`src/hw/rtl/rstm_pkg.sv`:
```
// Shared types and constants for the relay switch time meter.
// Depends on nothing; the top, front, back and testbench refer to it by scoped names.
`timescale 1ns / 1ps
`default_nettype none

package rstm_pkg;

  localparam int TIME_BITS_DEF   = 32;
  localparam int QUEUE_DEPTH_DEF = 2;

  localparam int ADDR_W  = 4;
  localparam int DATA_W  = 32;
  localparam int DELAY_W = 32;
  localparam int RUN_W   = 8;
  localparam int TOTAL_W = 40;
  localparam int FRAC_W  = 8;
  localparam int AVG_W   = TOTAL_W + FRAC_W;

  // Register indexes, taken from paddr[3:2].
  localparam logic [1:0] REG_DEBOUNCE    = 2'd0;
  localparam logic [1:0] REG_OPEN_STABLE = 2'd1;
  localparam logic [1:0] REG_RUN_COUNT   = 2'd2;

  localparam logic [31:0]      DEBOUNCE_RST    = 32'd2000;
  localparam logic [31:0]      OPEN_STABLE_RST = 32'd100000;
  localparam logic [RUN_W-1:0] RUN_COUNT_RST   = 8'd10;

  typedef enum logic [3:0] {
    PH_WAIT_OPEN    = 4'b0001,
    PH_WAIT_CLOSE   = 4'b0010,
    PH_WAIT_OPENING = 4'b0100,
    PH_FINISHED     = 4'b1000
  } phase_t;

  typedef struct packed {
    logic [31:0]      debounce_us;
    logic [31:0]      open_stable_us;
    logic [RUN_W-1:0] run_count;
  } cfg_t;

  // One classified sample, handed from the front to the back.
  typedef struct packed {
    logic               relay_on;
    logic               report_valid;
    logic [RUN_W-1:0]   run_number;
    logic [DELAY_W-1:0] close_delay_us;
    logic [DELAY_W-1:0] open_delay_us;
    logic               all_done;
    logic               start_avg;
    logic [TOTAL_W-1:0] close_total;
    logic [TOTAL_W-1:0] open_total;
  } job_t;

  // One result beat as shown on the output ports.
  typedef struct packed {
    logic               relay_on;
    logic               report_valid;
    logic [RUN_W-1:0]   run_number;
    logic [DELAY_W-1:0] close_delay_us;
    logic [DELAY_W-1:0] open_delay_us;
    logic               all_done;
    logic [AVG_W-1:0]   avg_close_q8;
    logic [AVG_W-1:0]   avg_open_q8;
  } res_t;

endpackage

`default_nettype wire

```
`src/hw/rtl/relay_switch_time_meter_top.sv`:
```
// Top level of the relay switch time meter: configuration registers and the
// front, queue and back. Depends on rstm_pkg, rstm_front, rstm_fifo and rstm_back.
//
// Usage. Each input beat is one contact sample (time_us, contact_level), pushed
// with push while full is low. Every sample yields exactly one result beat, read
// with pop while empty is low, oldest first. The result carries the relay drive,
// and on the sample that confirms an opening edge the close and open delays.
// The front classifies one sample per cycle while full is low and writes it
// into a short queue; the back moves it into the result register. Empty falls
// once the sample has passed the queue and reached the result register, and
// samples keep flowing at one per cycle while the reader pops and no average
// is being divided. The sample that completes the last run starts two 48-step
// divisions for the Q.8 averages; that one result waits for the bit-serial
// dividers, and meanwhile the queue fills and full rises. After that the block
// repeats the averages with all_done set and the relay off.
// When the reader stalls, the result register holds and the queue takes
// further samples until full, then full holds the writer off; nothing is lost.
// Reset (rst_n low, synchronous) empties the queue and result register, puts
// the registers at their defaults and waits for an open contact.
// Configuration is written over the APB port at byte addresses 0, 4 and 8.
// The user writes it only while no sample is in flight; the block does not check.
`timescale 1ns / 1ps
`default_nettype none

module relay_switch_time_meter_top #(
  parameter int TIME_BITS   = rstm_pkg::TIME_BITS_DEF,
  parameter int QUEUE_DEPTH = rstm_pkg::QUEUE_DEPTH_DEF
) (
  input  wire logic        clk,
  input  wire logic        rst_n,
  // Input channel.
  input  wire logic        push,
  output logic             full,
  input  wire logic [31:0] in_time_us,
  input  wire logic        in_contact_level,
  // Result channel.
  output logic             empty,
  input  wire logic        pop,
  output logic             out_relay_on,
  output logic             out_report_valid,
  output logic [7:0]       out_run_number,
  output logic [31:0]      out_close_delay_us,
  output logic [31:0]      out_open_delay_us,
  output logic             out_all_done,
  output logic [47:0]      out_avg_close_q8,
  output logic [47:0]      out_avg_open_q8,
  // Configuration port.
  input  wire logic                          psel,
  input  wire logic                          penable,
  input  wire logic                          pwrite,
  input  wire logic [rstm_pkg::ADDR_W-1:0]   paddr,
  input  wire logic [rstm_pkg::DATA_W-1:0]   pwdata,
  output logic      [rstm_pkg::DATA_W-1:0]   prdata,
  output logic                               pready
);

  localparam int JOB_W = $bits(rstm_pkg::job_t);

  rstm_pkg::cfg_t cfg_r;
  rstm_pkg::job_t job_in, job_out;
  rstm_pkg::res_t res;
  logic           in_take, q_empty, job_take, out_valid;
  logic [1:0]     reg_idx;
  logic [JOB_W-1:0] q_rdata;

  assign pready  = 1'b1;
  assign reg_idx = paddr[3:2];
  assign in_take = push && !full;

  // Registers are written in the access phase; pready never stalls.
  always_ff @(posedge clk) begin
    if (!rst_n) begin
      cfg_r.debounce_us    <= rstm_pkg::DEBOUNCE_RST;
      cfg_r.open_stable_us <= rstm_pkg::OPEN_STABLE_RST;
      cfg_r.run_count      <= rstm_pkg::RUN_COUNT_RST;
    end else if (psel && penable && pwrite && pready) begin
      unique case (reg_idx)
        rstm_pkg::REG_DEBOUNCE:    cfg_r.debounce_us    <= pwdata;
        rstm_pkg::REG_OPEN_STABLE: cfg_r.open_stable_us <= pwdata;
        rstm_pkg::REG_RUN_COUNT:   cfg_r.run_count      <= pwdata[rstm_pkg::RUN_W-1:0];
        default: ;
      endcase
    end
  end

  always_comb begin
    unique case (reg_idx)
      rstm_pkg::REG_DEBOUNCE:    prdata = cfg_r.debounce_us;
      rstm_pkg::REG_OPEN_STABLE: prdata = cfg_r.open_stable_us;
      rstm_pkg::REG_RUN_COUNT:   prdata = rstm_pkg::DATA_W'(cfg_r.run_count);
      default:                   prdata = '0;
    endcase
  end

  rstm_front #(.TIME_BITS(TIME_BITS)) u_front (
    .clk           (clk),
    .rst_n         (rst_n),
    .cfg           (cfg_r),
    .accept        (in_take),
    .time_us       (in_time_us),
    .contact_level (in_contact_level),
    .job           (job_in)
  );

  rstm_fifo #(.WIDTH(JOB_W), .DEPTH(QUEUE_DEPTH)) u_queue (
    .clk   (clk),
    .rst_n (rst_n),
    .push  (push),
    .wdata (job_in),
    .full  (full),
    .pop   (job_take),
    .rdata (q_rdata),
    .empty (q_empty)
  );

  assign job_out = rstm_pkg::job_t'(q_rdata);

  rstm_back u_back (
    .clk       (clk),
    .rst_n     (rst_n),
    .job       (job_out),
    .job_avail (!q_empty),
    .job_take  (job_take),
    .pop       (pop),
    .out_valid (out_valid),
    .res       (res)
  );

  assign empty              = !out_valid;
  assign out_relay_on       = res.relay_on;
  assign out_report_valid   = res.report_valid;
  assign out_run_number     = res.run_number;
  assign out_close_delay_us = res.close_delay_us;
  assign out_open_delay_us  = res.open_delay_us;
  assign out_all_done       = res.all_done;
  assign out_avg_close_q8   = res.avg_close_q8;
  assign out_avg_open_q8    = res.avg_open_q8;

endmodule

`default_nettype wire

```
`src/hw/rtl/rstm_fifo.sv`:
```
// Short register queue between the front and the back of the relay switch time meter.
// Depends on nothing but its parameters.
`timescale 1ns / 1ps
`default_nettype none

module rstm_fifo #(
  parameter int WIDTH = 1,
  parameter int DEPTH = 2
) (
  input  wire logic             clk,
  input  wire logic             rst_n,
  input  wire logic             push,
  input  wire logic [WIDTH-1:0] wdata,
  output logic                  full,
  input  wire logic             pop,
  output logic      [WIDTH-1:0] rdata,
  output logic                  empty
);

  localparam int PTR_W = (DEPTH > 1) ? $clog2(DEPTH) : 1;
  localparam int CNT_W = $clog2(DEPTH + 1);

  logic [WIDTH-1:0] mem_r [DEPTH];
  logic [PTR_W-1:0] wr_ptr_r, rd_ptr_r;
  logic [CNT_W-1:0] cnt_r;
  logic             do_push, do_pop;

  assign full    = (cnt_r == CNT_W'(DEPTH));
  assign empty   = (cnt_r == '0);
  assign do_push = push && !full;
  assign do_pop  = pop && !empty;
  assign rdata   = mem_r[rd_ptr_r];

  always_ff @(posedge clk) begin
    if (!rst_n) begin
      wr_ptr_r <= '0;
      rd_ptr_r <= '0;
      cnt_r    <= '0;
    end else begin
      if (do_push) begin
        wr_ptr_r <= (wr_ptr_r == PTR_W'(DEPTH - 1)) ? '0 : wr_ptr_r + PTR_W'(1);
      end
      if (do_pop) begin
        rd_ptr_r <= (rd_ptr_r == PTR_W'(DEPTH - 1)) ? '0 : rd_ptr_r + PTR_W'(1);
      end
      if (do_push && !do_pop) begin
        cnt_r <= cnt_r + CNT_W'(1);
      end else if (do_pop && !do_push) begin
        cnt_r <= cnt_r - CNT_W'(1);
      end
    end
  end

  always_ff @(posedge clk) begin
    if (do_push) begin
      mem_r[wr_ptr_r] <= wdata;
    end
  end

endmodule

`default_nettype wire

```
`src/hw/rtl/rstm_div.sv`:
```
// Restoring divider, one quotient bit per cycle, for the Q.8 averages.
// Depends on nothing but its parameters.
`timescale 1ns / 1ps
`default_nettype none

module rstm_div #(
  parameter int NUM_W = 48,
  parameter int DEN_W = 8
) (
  input  wire logic             clk,
  input  wire logic             rst_n,
  input  wire logic             start,
  input  wire logic [NUM_W-1:0] num,
  input  wire logic [DEN_W-1:0] den,
  output logic                  done,
  output logic      [NUM_W-1:0] quot
);

  localparam int CNT_W = $clog2(NUM_W + 1);

  logic [NUM_W-1:0] quot_r;
  logic [DEN_W-1:0] rem_r, den_r, rem_step;
  logic [DEN_W:0]   trial;
  logic [CNT_W-1:0] cnt_r;
  logic             done_r, fits;

  // The dividend shifts out of the top of quot_r while quotient bits shift in.
  assign trial    = {rem_r, quot_r[NUM_W-1]};
  assign fits     = (trial >= {1'b0, den_r});
  assign rem_step = fits ? DEN_W'(trial - {1'b0, den_r}) : DEN_W'(trial);
  assign done     = done_r;
  assign quot     = quot_r;

  always_ff @(posedge clk) begin
    if (!rst_n) begin
      cnt_r  <= '0;
      done_r <= 1'b0;
    end else begin
      done_r <= (cnt_r == CNT_W'(1));
      if (start) begin
        cnt_r <= CNT_W'(NUM_W);
      end else if (cnt_r != '0) begin
        cnt_r <= cnt_r - CNT_W'(1);
      end
    end
  end

  always_ff @(posedge clk) begin
    if (start) begin
      quot_r <= num;
      rem_r  <= '0;
      den_r  <= den;
    end else if (cnt_r != '0) begin
      quot_r <= {quot_r[NUM_W-2:0], fits};
      rem_r  <= rem_step;
    end
  end

endmodule

`default_nettype wire

```
`src/hw/rtl/rstm_front.sv`:
```
// Front of the relay switch time meter: edge debounce, run phases and totals.
// Depends on rstm_pkg for the configuration, phase and job types.
`timescale 1ns / 1ps
`default_nettype none

module rstm_front #(
  parameter int TIME_BITS = rstm_pkg::TIME_BITS_DEF
) (
  input  wire logic              clk,
  input  wire logic              rst_n,
  input  wire rstm_pkg::cfg_t    cfg,
  input  wire logic              accept,
  input  wire logic [31:0]       time_us,
  input  wire logic              contact_level,
  output rstm_pkg::job_t         job
);

  localparam int CMP_W = (TIME_BITS > 32) ? TIME_BITS : 32;

  typedef logic [TIME_BITS-1:0] tm_t;

  rstm_pkg::phase_t phase_r, phase_nxt;
  logic prev_level_r, prev_level_nxt;
  logic osv_r, osv_nxt;
  logic ep_r, ep_nxt;
  logic relay_r, relay_nxt;
  tm_t  open_since_r, open_since_nxt;
  tm_t  edge_time_r, edge_time_nxt;
  tm_t  last_edge_r, last_edge_nxt;
  tm_t  cmd_time_r, cmd_time_nxt;
  logic [rstm_pkg::DELAY_W-1:0] close_delay_r, close_delay_nxt;
  logic [rstm_pkg::TOTAL_W-1:0] close_total_r, close_total_nxt;
  logic [rstm_pkg::TOTAL_W-1:0] open_total_r, open_total_nxt;
  logic [rstm_pkg::RUN_W-1:0]   runs_r, runs_nxt;

  tm_t  now;
  logic edge_new, conf_ok, report;
  logic [rstm_pkg::RUN_W-1:0]   target;
  logic [rstm_pkg::DELAY_W-1:0] open_delay;

  function automatic tm_t tdiff(input tm_t a, input tm_t b);
    return a - b;
  endfunction

  function automatic logic reached(input tm_t diff, input logic [31:0] lim);
    return CMP_W'(diff) >= CMP_W'(lim);
  endfunction

  always_comb begin
    now             = TIME_BITS'(time_us);
    target          = (cfg.run_count == '0) ? rstm_pkg::RUN_W'(1) : cfg.run_count;
    phase_nxt       = phase_r;
    prev_level_nxt  = prev_level_r;
    osv_nxt         = osv_r;
    ep_nxt          = ep_r;
    relay_nxt       = relay_r;
    open_since_nxt  = open_since_r;
    edge_time_nxt   = edge_time_r;
    last_edge_nxt   = last_edge_r;
    cmd_time_nxt    = cmd_time_r;
    close_delay_nxt = close_delay_r;
    close_total_nxt = close_total_r;
    open_total_nxt  = open_total_r;
    runs_nxt        = runs_r;
    edge_new        = 1'b0;
    conf_ok         = 1'b0;
    report          = 1'b0;
    open_delay      = '0;

    if (phase_r != rstm_pkg::PH_FINISHED) begin
      if ((contact_level != prev_level_r) && !ep_r &&
          reached(tdiff(now, last_edge_r), cfg.debounce_us)) begin
        edge_new      = 1'b1;
        edge_time_nxt = now;
        last_edge_nxt = now;
        ep_nxt        = 1'b1;
      end
      prev_level_nxt = contact_level;

      // An edge taken in this very sample is zero microseconds old.
      conf_ok = ep_nxt && (edge_new ? (cfg.debounce_us == '0)
                                    : reached(tdiff(now, edge_time_r), cfg.debounce_us));

      unique case (phase_r)
        rstm_pkg::PH_WAIT_OPEN: begin
          if (contact_level) begin
            if (!osv_r) begin
              open_since_nxt = now;
              osv_nxt        = 1'b1;
            end
            if (osv_r ? reached(tdiff(now, open_since_r), cfg.open_stable_us)
                      : (cfg.open_stable_us == '0)) begin
              ep_nxt       = 1'b0;
              phase_nxt    = rstm_pkg::PH_WAIT_CLOSE;
              cmd_time_nxt = now;
              relay_nxt    = 1'b1;
            end
          end else begin
            osv_nxt = 1'b0;
          end
        end
        rstm_pkg::PH_WAIT_CLOSE: begin
          if (conf_ok) begin
            ep_nxt = 1'b0;
            if (!contact_level) begin
              close_delay_nxt = rstm_pkg::DELAY_W'(tdiff(edge_time_nxt, cmd_time_r));
              phase_nxt       = rstm_pkg::PH_WAIT_OPENING;
              cmd_time_nxt    = now;
              relay_nxt       = 1'b0;
            end
          end
        end
        rstm_pkg::PH_WAIT_OPENING: begin
          if (conf_ok) begin
            if (!contact_level) begin
              ep_nxt = 1'b0;
            end else begin
              open_delay      = rstm_pkg::DELAY_W'(tdiff(edge_time_nxt, cmd_time_r));
              close_total_nxt = close_total_r + rstm_pkg::TOTAL_W'(close_delay_r);
              open_total_nxt  = open_total_r + rstm_pkg::TOTAL_W'(open_delay);
              runs_nxt        = runs_r + rstm_pkg::RUN_W'(1);
              osv_nxt         = 1'b0;
              report          = 1'b1;
              if (runs_nxt >= target) begin
                relay_nxt = 1'b0;
                phase_nxt = rstm_pkg::PH_FINISHED;
              end else begin
                phase_nxt = rstm_pkg::PH_WAIT_OPEN;
              end
            end
          end
        end
        default: ;
      endcase
    end
  end

  always_comb begin
    job.relay_on       = relay_nxt;
    job.report_valid   = report;
    job.run_number     = runs_nxt;
    job.close_delay_us = report ? close_delay_r : '0;
    job.open_delay_us  = open_delay;
    job.all_done       = (phase_nxt == rstm_pkg::PH_FINISHED);
    job.start_avg      = (phase_nxt == rstm_pkg::PH_FINISHED) &&
                         (phase_r != rstm_pkg::PH_FINISHED);
    job.close_total    = close_total_nxt;
    job.open_total     = open_total_nxt;
  end

  always_ff @(posedge clk) begin
    if (!rst_n) begin
      phase_r       <= rstm_pkg::PH_WAIT_OPEN;
      prev_level_r  <= 1'b1;
      osv_r         <= 1'b0;
      ep_r          <= 1'b0;
      relay_r       <= 1'b0;
      open_since_r  <= '0;
      edge_time_r   <= '0;
      last_edge_r   <= '0;
      cmd_time_r    <= '0;
      close_delay_r <= '0;
      close_total_r <= '0;
      open_total_r  <= '0;
      runs_r        <= '0;
    end else if (accept) begin
      phase_r       <= phase_nxt;
      prev_level_r  <= prev_level_nxt;
      osv_r         <= osv_nxt;
      ep_r          <= ep_nxt;
      relay_r       <= relay_nxt;
      open_since_r  <= open_since_nxt;
      edge_time_r   <= edge_time_nxt;
      last_edge_r   <= last_edge_nxt;
      cmd_time_r    <= cmd_time_nxt;
      close_delay_r <= close_delay_nxt;
      close_total_r <= close_total_nxt;
      open_total_r  <= open_total_nxt;
      runs_r        <= runs_nxt;
    end
  end

endmodule

`default_nettype wire

```
`src/hw/rtl/rstm_back.sv`:
```
// Back of the relay switch time meter: result register and the average division.
// Depends on rstm_pkg for the job and result types and on rstm_div.
`timescale 1ns / 1ps
`default_nettype none

module rstm_back (
  input  wire logic           clk,
  input  wire logic           rst_n,
  input  wire rstm_pkg::job_t job,
  input  wire logic           job_avail,
  output logic                job_take,
  input  wire logic           pop,
  output logic                out_valid,
  output rstm_pkg::res_t      res
);

  logic                          out_valid_r, busy_r, slot_free, div_start, div_done;
  logic                          done_c, done_o;
  rstm_pkg::res_t                res_r;
  rstm_pkg::job_t                held_r;
  logic [rstm_pkg::AVG_W-1:0]    avg_close_r, avg_open_r, quot_c, quot_o, num_c, num_o;

  assign slot_free = !out_valid_r || pop;
  assign job_take  = job_avail && slot_free && !busy_r;
  assign div_start = job_take && job.start_avg;
  assign div_done  = done_c && done_o;
  assign out_valid = out_valid_r;
  assign res       = res_r;

  // Rounded half up: add half the divisor before dividing.
  assign num_c = {job.close_total, rstm_pkg::FRAC_W'(0)} +
                 rstm_pkg::AVG_W'(job.run_number >> 1);
  assign num_o = {job.open_total, rstm_pkg::FRAC_W'(0)} +
                 rstm_pkg::AVG_W'(job.run_number >> 1);

  rstm_div #(.NUM_W(rstm_pkg::AVG_W), .DEN_W(rstm_pkg::RUN_W)) u_div_close (
    .clk   (clk),
    .rst_n (rst_n),
    .start (div_start),
    .num   (num_c),
    .den   (job.run_number),
    .done  (done_c),
    .quot  (quot_c)
  );

  rstm_div #(.NUM_W(rstm_pkg::AVG_W), .DEN_W(rstm_pkg::RUN_W)) u_div_open (
    .clk   (clk),
    .rst_n (rst_n),
    .start (div_start),
    .num   (num_o),
    .den   (job.run_number),
    .done  (done_o),
    .quot  (quot_o)
  );

  always_ff @(posedge clk) begin
    if (!rst_n) begin
      out_valid_r <= 1'b0;
      busy_r      <= 1'b0;
    end else if (job_take) begin
      if (job.start_avg) begin
        busy_r      <= 1'b1;
        out_valid_r <= 1'b0;
      end else begin
        out_valid_r <= 1'b1;
      end
    end else if (busy_r && div_done) begin
      busy_r      <= 1'b0;
      out_valid_r <= 1'b1;
    end else if (pop) begin
      out_valid_r <= 1'b0;
    end
  end

  always_ff @(posedge clk) begin
    if (job_take && job.start_avg) begin
      held_r <= job;
    end
    if (job_take && !job.start_avg) begin
      res_r.relay_on       <= job.relay_on;
      res_r.report_valid   <= job.report_valid;
      res_r.run_number     <= job.run_number;
      res_r.close_delay_us <= job.close_delay_us;
      res_r.open_delay_us  <= job.open_delay_us;
      res_r.all_done       <= job.all_done;
      res_r.avg_close_q8   <= job.all_done ? avg_close_r : '0;
      res_r.avg_open_q8    <= job.all_done ? avg_open_r : '0;
    end else if (busy_r && div_done) begin
      res_r.relay_on       <= held_r.relay_on;
      res_r.report_valid   <= held_r.report_valid;
      res_r.run_number     <= held_r.run_number;
      res_r.close_delay_us <= held_r.close_delay_us;
      res_r.open_delay_us  <= held_r.open_delay_us;
      res_r.all_done       <= held_r.all_done;
      res_r.avg_close_q8   <= quot_c;
      res_r.avg_open_q8    <= quot_o;
      avg_close_r          <= quot_c;
      avg_open_r           <= quot_o;
    end
  end

endmodule

`default_nettype wire

```
`config.mk`:
```
export PLATFORM = sky130hd
export DESIGN_NAME = relay_switch_time_meter_top
export DESIGN_NICKNAME = d
export VERILOG_FILES = /design/src/hw/rtl/rstm_pkg.sv /design/src/hw/rtl/relay_switch_time_meter_top.sv /design/src/hw/rtl/rstm_fifo.sv /design/src/hw/rtl/rstm_div.sv /design/src/hw/rtl/rstm_front.sv /design/src/hw/rtl/rstm_back.sv
export SDC_FILE = /design/constraint.sdc
export NUM_CORES = 2
export LEC_CHECK = 0
export BUFFER_PORTS_ARGS = -buffer_cell sky130_fd_sc_hd__buf_2
export CAP_MARGIN = 0
export CORE_AREA = 5 5 243 423
export CTS_BUF_LIST = sky130_fd_sc_hd__clkbuf_2
export CTS_CLUSTER_DIAMETER = 200
export CTS_CLUSTER_SIZE = 12
export DETAILED_ROUTE_END_ITERATION = 10
export DIE_AREA = 0 0 248 428
export HOLD_SLACK_MARGIN = 0.15
export PLACE_DENSITY = 0.84
export SKIP_LAST_GASP = 1
export SYNTH_ARGS = -nofsm -noshare
export SYNTH_HDL_FRONTEND = slang
export SYNTH_SLANG_ARGS = --single-unit
```
`constraint.sdc`:
```
create_clock -name clk -period 34.2 [get_ports clk]
set_input_delay 6.84 -clock clk [delete_from_list [all_inputs] [get_ports clk]]
set_output_delay 6.84 -clock clk [all_outputs]
set_load 0.01 [all_outputs]
```
Word-level counts from Yosys, hierarchy flattened. Memory sizes are Yosys's and may differ from the RTL's. A register that Yosys moved wholly into a read port is not among the register bits. Index checks and enable logic that the tools add are counted.

Bits of input ports: 76. Memories: 1. Logic and storage cells: 237. Output and inout bits: 206. Memory bits (writable): 312. Flip-flop bits (word level): 802.

Memory list: u_queue.mem_r (words 2, bits a word 156, rd ports 1, clocked after Yosys merged registers in 1, wr ports 1, line rstm_fifo.sv:23) `logic [WIDTH-1:0] mem_r [DEPTH];`.

Magnitude comparators: 6. Bitwise gates (word level): 4. Equality and inequality tests: 18. Add/sub/neg operators: 17. Reduce and logical (&&, ||, !) cells: 52. Mux-type cells: 92.

Operators by type and width (count): 2-to-1 mux 32 bit (11); 2-to-1 mux 171 bit (2); 2-to-1 mux 40 bit (8); 2-to-1 mux 48 bit (6); subtractor 32 bit (4); adder 48 x 7 -> 48 bit (2); >= comparator 32 bit (3); case mux 32 bit (3 select lines) (1); adder 40 x 32 -> 40 bit (2); zero test 32 bit (2); case mux 32 bit (2 select lines) (1); 2-to-1 mux 8 bit (7); 2-to-1 mux 1 bit (38); 2-to-1 mux 4 bit (8); 2-to-1 mux 6 bit (4); >= comparator 9 x 8 -> 1 bit (2); logical AND 1 bit (16); subtractor 8 bit (2); AND reduction 5 bit (3); nonzero test 2 bit (7); equality test 6 x 1 -> 1 bit, second input constant (2); case mux 4 bit (3 select lines) (1); AND reduction 2 bit (6); nonzero test 6 bit (2); other kinds (28) (49).

Depth between registers and ports, before layout.
Depth after elaboration: 12. Gate-level depth with buffers: 46. Gate-level depth less buffers: 42.

By module. From an unflattened synthesis, not the netlist that was laid out.

Cells, all modules: 5307. Area total of the unflattened synthesis: 59178.0 µm².

By module, submodules not included: rstm_front (cells each 3167, area an instance 24249.5 µm², times used 1); rstm_back (cells each 747, area an instance 13167.6 µm², times used 1); rstm_fifo (cells each 510, area an instance 11537.3 µm², times used 1); rstm_div (cells each 257, area an instance 3420.8 µm², times used 2); relay_switch_time_meter_top (cells each 369, area an instance 3382.0 µm², times used 1).

Worst setup path after synthesis. OpenSTA, ideal clock, no wires.

Kind: input to register. Start: input port in_time_us[0]. End: memory u_queue.mem_r[0][30] (netlist name) (data pin). Arrival time: 15.257 ns. Stages on the path: 45. Path slack: 18.680 ns. Path through: inv_1 -> ha_1 -> inv_1 -> fa_1 -> a21o_1 -> a21oi_1 -> nor2b_1 -> o21ai_0 -> o31ai_1 -> o311ai_0 -> a21oi_1 -> a21o_1 -> a311oi_1 -> a311oi_1 -> ha_1 -> nand2_1 -> o21ai_1 -> a21oi_1 -> [... 9 more ...] -> o21ai_0 -> nand4_1 -> o21ai_1 -> nand2_1 -> nand2_1 -> a31oi_1 -> xnor2_1 -> ha_1 -> a21o_1 -> a21o_1 -> a211oi_1 -> or4b_1 -> a21oi_2 -> nor3_2 -> a2111oi_2 -> o21ba_2 -> xnor2_1 -> mux2_2.

RTL lines: from (decl) (line relay_switch_time_meter_top.sv:34) `input wire logic [31:0] in_time_us,`; to (decl) (line rstm_fifo.sv:23).

==> impl_metrics.py <==
metrics = {
    "logic_synthesis": {
        "syn_area_um2": 55900,
        "async_reset_ff_share_pct": 0,
        "synth.distinct_cells": 95,
        "synth_edf_count": 750,
        "postSynthCellCount": 5494,
        "syn_nets": 5893,
        "synth_flop_cell": "edfxtp_1",
        "syn_avg_cell_area_um2": 10.2,
        "synth_seq_area_share_pct": 53.4,
        "yosysWarnings": 0,
        "ys_ff_latch": 1115,
    },
    "detailed_routing": {
        "first_pass_iters": 6,
        "post_drt_wl_per_cell_um": 20.4,
        "num_vias": 41361,
        "routed_wl_um": 144000,
        "drcViolationCount": 0,
        "vias_per_cell": 5.85,
        "drt_iter0_drc": 2885,
        "ant_nets": 0,
    },
    "global_route": {
        "grt_antenna_before_repair": 10,
        "grt_max_degree": 104,
        "track_usage_pct": 26.6,
        "grt_pass1_wl_um": 221000,
        "grt_pass1_vias": 40755,
        "overflow": 0,
    },
    "clock_tree": {
        "post_cts_buffers": 0,
        "ctsResizeCount": 0,
        "htree_levels": 3,
        "hold_buffers": 0,
        "cts_buffers": 102,
        "clk_pin_slew_ps": 290,
        "clock_latency_ps": 1500,
        "cts_sinks": 1115,
        "cts-root-buf": "clkbuf_2",
        "cts.path.max_buffers": 3,
        "tritoncts": "built",
    },
    "cells_and_area": {
        "finish.utilization_pct": 59.9,
        "area_delta_synth_final_pct": 6.06,
        "drive_above_1_share_pct": 11.5,
        "regArea_um2": 29800,
        "fin_nets": 6070,
        "final_cell_count_no_fill": 7073,
        "layout_commonest_cell": "nand2_1",
        "design_area_um2": 59200,
        "multi_input_area_um2": 24000,
        "fillers": 8184,
        "layout_common_cells": "nand2_1, edfxtp_1, a21oi_1",
    },
    "power_and_ir_drop": {
        "switchingPower_mw": 1.79,
        "p_per_area_nw_per_um2": 75.0,
        "power_frac_clock_pct": 12.4,
        "p_int_mw": 2.65,
        "ir_drop_mv": 0.0496,
        "power_mw": 4.44,
        "swShare_pct": 40.4,
        "power_frac_comb_pct": 42.6,
        "p_leak_nw": 23.1,
        "seqPwrFrac_pct": 45.0,
    },
    "timing": {
        "min_period_ps": 16700,
        "finalSetupTns_ps": 0,
        "fin_ws_ps": 17500,
        "skew_ps": 205,
        "finalSetupViolCount": 0,
        "max_slew_margin_pct": 12.8,
        "final_max_slew_viol_count": 0,
        "post-route-period-util_pct": 48.8,
        "grt_setup_unrepaired": "no",
        "max_freq_mhz": 59.9,
        "hold_viol": 0,
        "whs_ps": 443,
        "worstMarginPinSlew_ps": 1300,
    },
    "critical_path": {
        "cpPeakStageDelay_ps": 570,
        "reg2reg_to": "u_queue.mem_r[0][34]$_DFFE_PP_",
        "cp_data_required_time_ps": 35340,
        "rrSetupSlack_ps": 22780,
        "start_kind": "input pin",
        "cp_max_fo": 7,
        "r2r_start": "u_front.last_edge_r[0]$_SDFFE_PN0P_",
        "crit_arrival_ps": 17840,
        "r2r.worst_path.cells": 39,
        "path_buf_inv": 4,
        "path_common_cell": "ha_1",
        "critical-path-top-delay-family": "compound AO/OA/AOI/OAI gates",
        "critPathCaptureType": "flip-flop",
        "cp_slowest_cell": "a21o_1",
        "timing_worst_setup_path_type": "in2reg",
    },
    "die": {
        "initial_utilization_pct": 56.4,
        "row_count": 153,
        "ios": 282,
        "die_y_um": 428,
        "die_area_um2": 106000,
        "die_w_um": 248,
        "core_um2": 99000,
    },
    "place": {
        "dp.cells": 6884,
        "place_ws_ps": 16280,
        "portBuffers": 278,
        "hpwl_um": 106000,
        "gp_congestion": 0.956,
        "placed_area_um2": 58300,
    },
    "job": {
        "drv_cap": 0,
    },
    "status": {
        "run_status": "finished, final reports clean",
    },
    "hold_path": {
        "hold_end": "u_back.avg_open_r[47]$_DFFE_PP_",
        "whs_path_depth": 0,
        "hold_class": "reg2reg",
        "hp-start": "u_back.u_div_open.quot[47]$_DFFE_PP_",
    },
}
-- flip-flops by register name, summed over array words and instances (netlist names), 2 cells and up, named ones only --
register / flops
u_back.held_r: 67
u_front.phase_r: 4
u_back.u_div_close.quot: 48
u_back.u_div_close.rem_r: 8
u_front.close_delay_r: 32
cfg_r: 72
u_front.open_total_r: 40
u_back.u_div_open.rem_r: 8
u_back.avg_close_r: 48
u_back.u_div_open.cnt_r: 6
u_front.cmd_time_r: 32
u_front.runs_r: 8
u_front.close_total_r: 40
u_front.edge_time_r: 32
u_back.u_div_open.quot: 48
u_front.open_since_r: 32
u_back.u_div_close.cnt_r: 6
u_queue.cnt_r: 2
u_queue.mem_r: 312
u_back.avg_open_r: 48
u_back.res: 171
u_front.last_edge_r: 32
u_back.u_div_open.den_r: 8
-- Yosys cell counts (all sizes together), types with 18 or more instances --
cell,number,area share [%]
a211oi,53,0.73
a21o,99,1.3
a21oi,397,3.6
a31oi,21,0.24
and2,31,0.35
and3,59,0.66
buf,41,0.46
clkbuf,209,1.4
dfxtp,365,13
edfxtp,750,40
ha,315,7.1
inv,285,1.9
mux2,92,1.9
mux2i,147,2.6
nand2,1089,7.3
nand2b,43,0.48
nand3,196,1.8
nand4,46,0.52
nor2,272,1.8
nor2b,40,0.45
nor3,64,0.59
nor4,24,0.27
o211ai,35,0.48
o21a,51,0.69
o21ai,311,2.8
o21bai,21,0.28
o31ai,43,0.62
or3,18,0.20
xnor2,143,2.2
xor2,79,1.2
-- power by group through the flow --
stage / clock (mW) / sequential [mW] / combinational, mW
final: 0.553 / 2.00 / 1.89
after CTS: 0.573 / 2.00 / 1.89
after detailed placement: 0 / 2.03 / 1.88
after floorplan: 0 / 2.05 / 1.22
after global placement: 0 / 2.02 / 1.84
after global routing: 0.621 / 2.02 / 2.08
-- area by class of cell --
class	instances	area share, %
Clock inverter	4	0.0507
Inverter	286	1.83
Clock buffer	177	1.50
Multi-Input combinational cell	3843	40.5
Sequential cell	1115	50.4
Tap cell	1317	2.78
Timing Repair Buffer	323	2.92
Antenna cell	8	0.0338
-- metal layers --
metal / GRT usage (%) / share of wire, % / wire length (um) / vias up
met5: 0 / 0.0076 / 11 / -
met2: 46.9 / 51 / 73100 / 1402
met4: 20.5 / 9.4 / 13600 / 2
met3: 3.32 / 5.1 / 7430 / 463
met1: 28.4 / 35 / 50300 / 19613
li1: - / - / - / 19881
-- kinds of logic (layout without fill, tap and decap cells) --
group                      count (synthesis)  in the layout  synth area share, %
AOI/OAI and AO/OA                       1134           1134                 12.4
xor gates and xnor gates                 222            222                 3.48
adders and majority gates                323            323                 7.34
buffers and inverters                    536            790                 3.79
DFF                                     1115           1115                 53.4
muxes                                    239            239                 4.49
other                                      1              9              0.00671
and+or+nand+nor                         1924           1924                 15.0
-- worst max path at each step --
stage | start | to | slack [ps] | depth (start not counted)
2_1_floorplan | in_time_us[0] | u_queue.mem_r[0][30]$_DFFE_PP_ | 18680 | 45
3_3_place_gp | in_time_us[0] | u_queue.mem_r[0][34]$_DFFE_PP_ | 16390 | 40
3_5_place_dp | in_time_us[0] | u_queue.mem_r[0][34]$_DFFE_PP_ | 16280 | 42
4_1_cts | in_time_us[0] | u_queue.mem_r[1][38]$_DFFE_PP_ | 17770 | 44
5_1_grt | in_time_us[0] | u_queue.mem_r[1][38]$_DFFE_PP_ | 17220 | 44
6_report | in_time_us[0] | u_queue.mem_r[0][34]$_DFFE_PP_ | 17500 | 41
No activity file was read; power rests on OpenSTA's default activity.
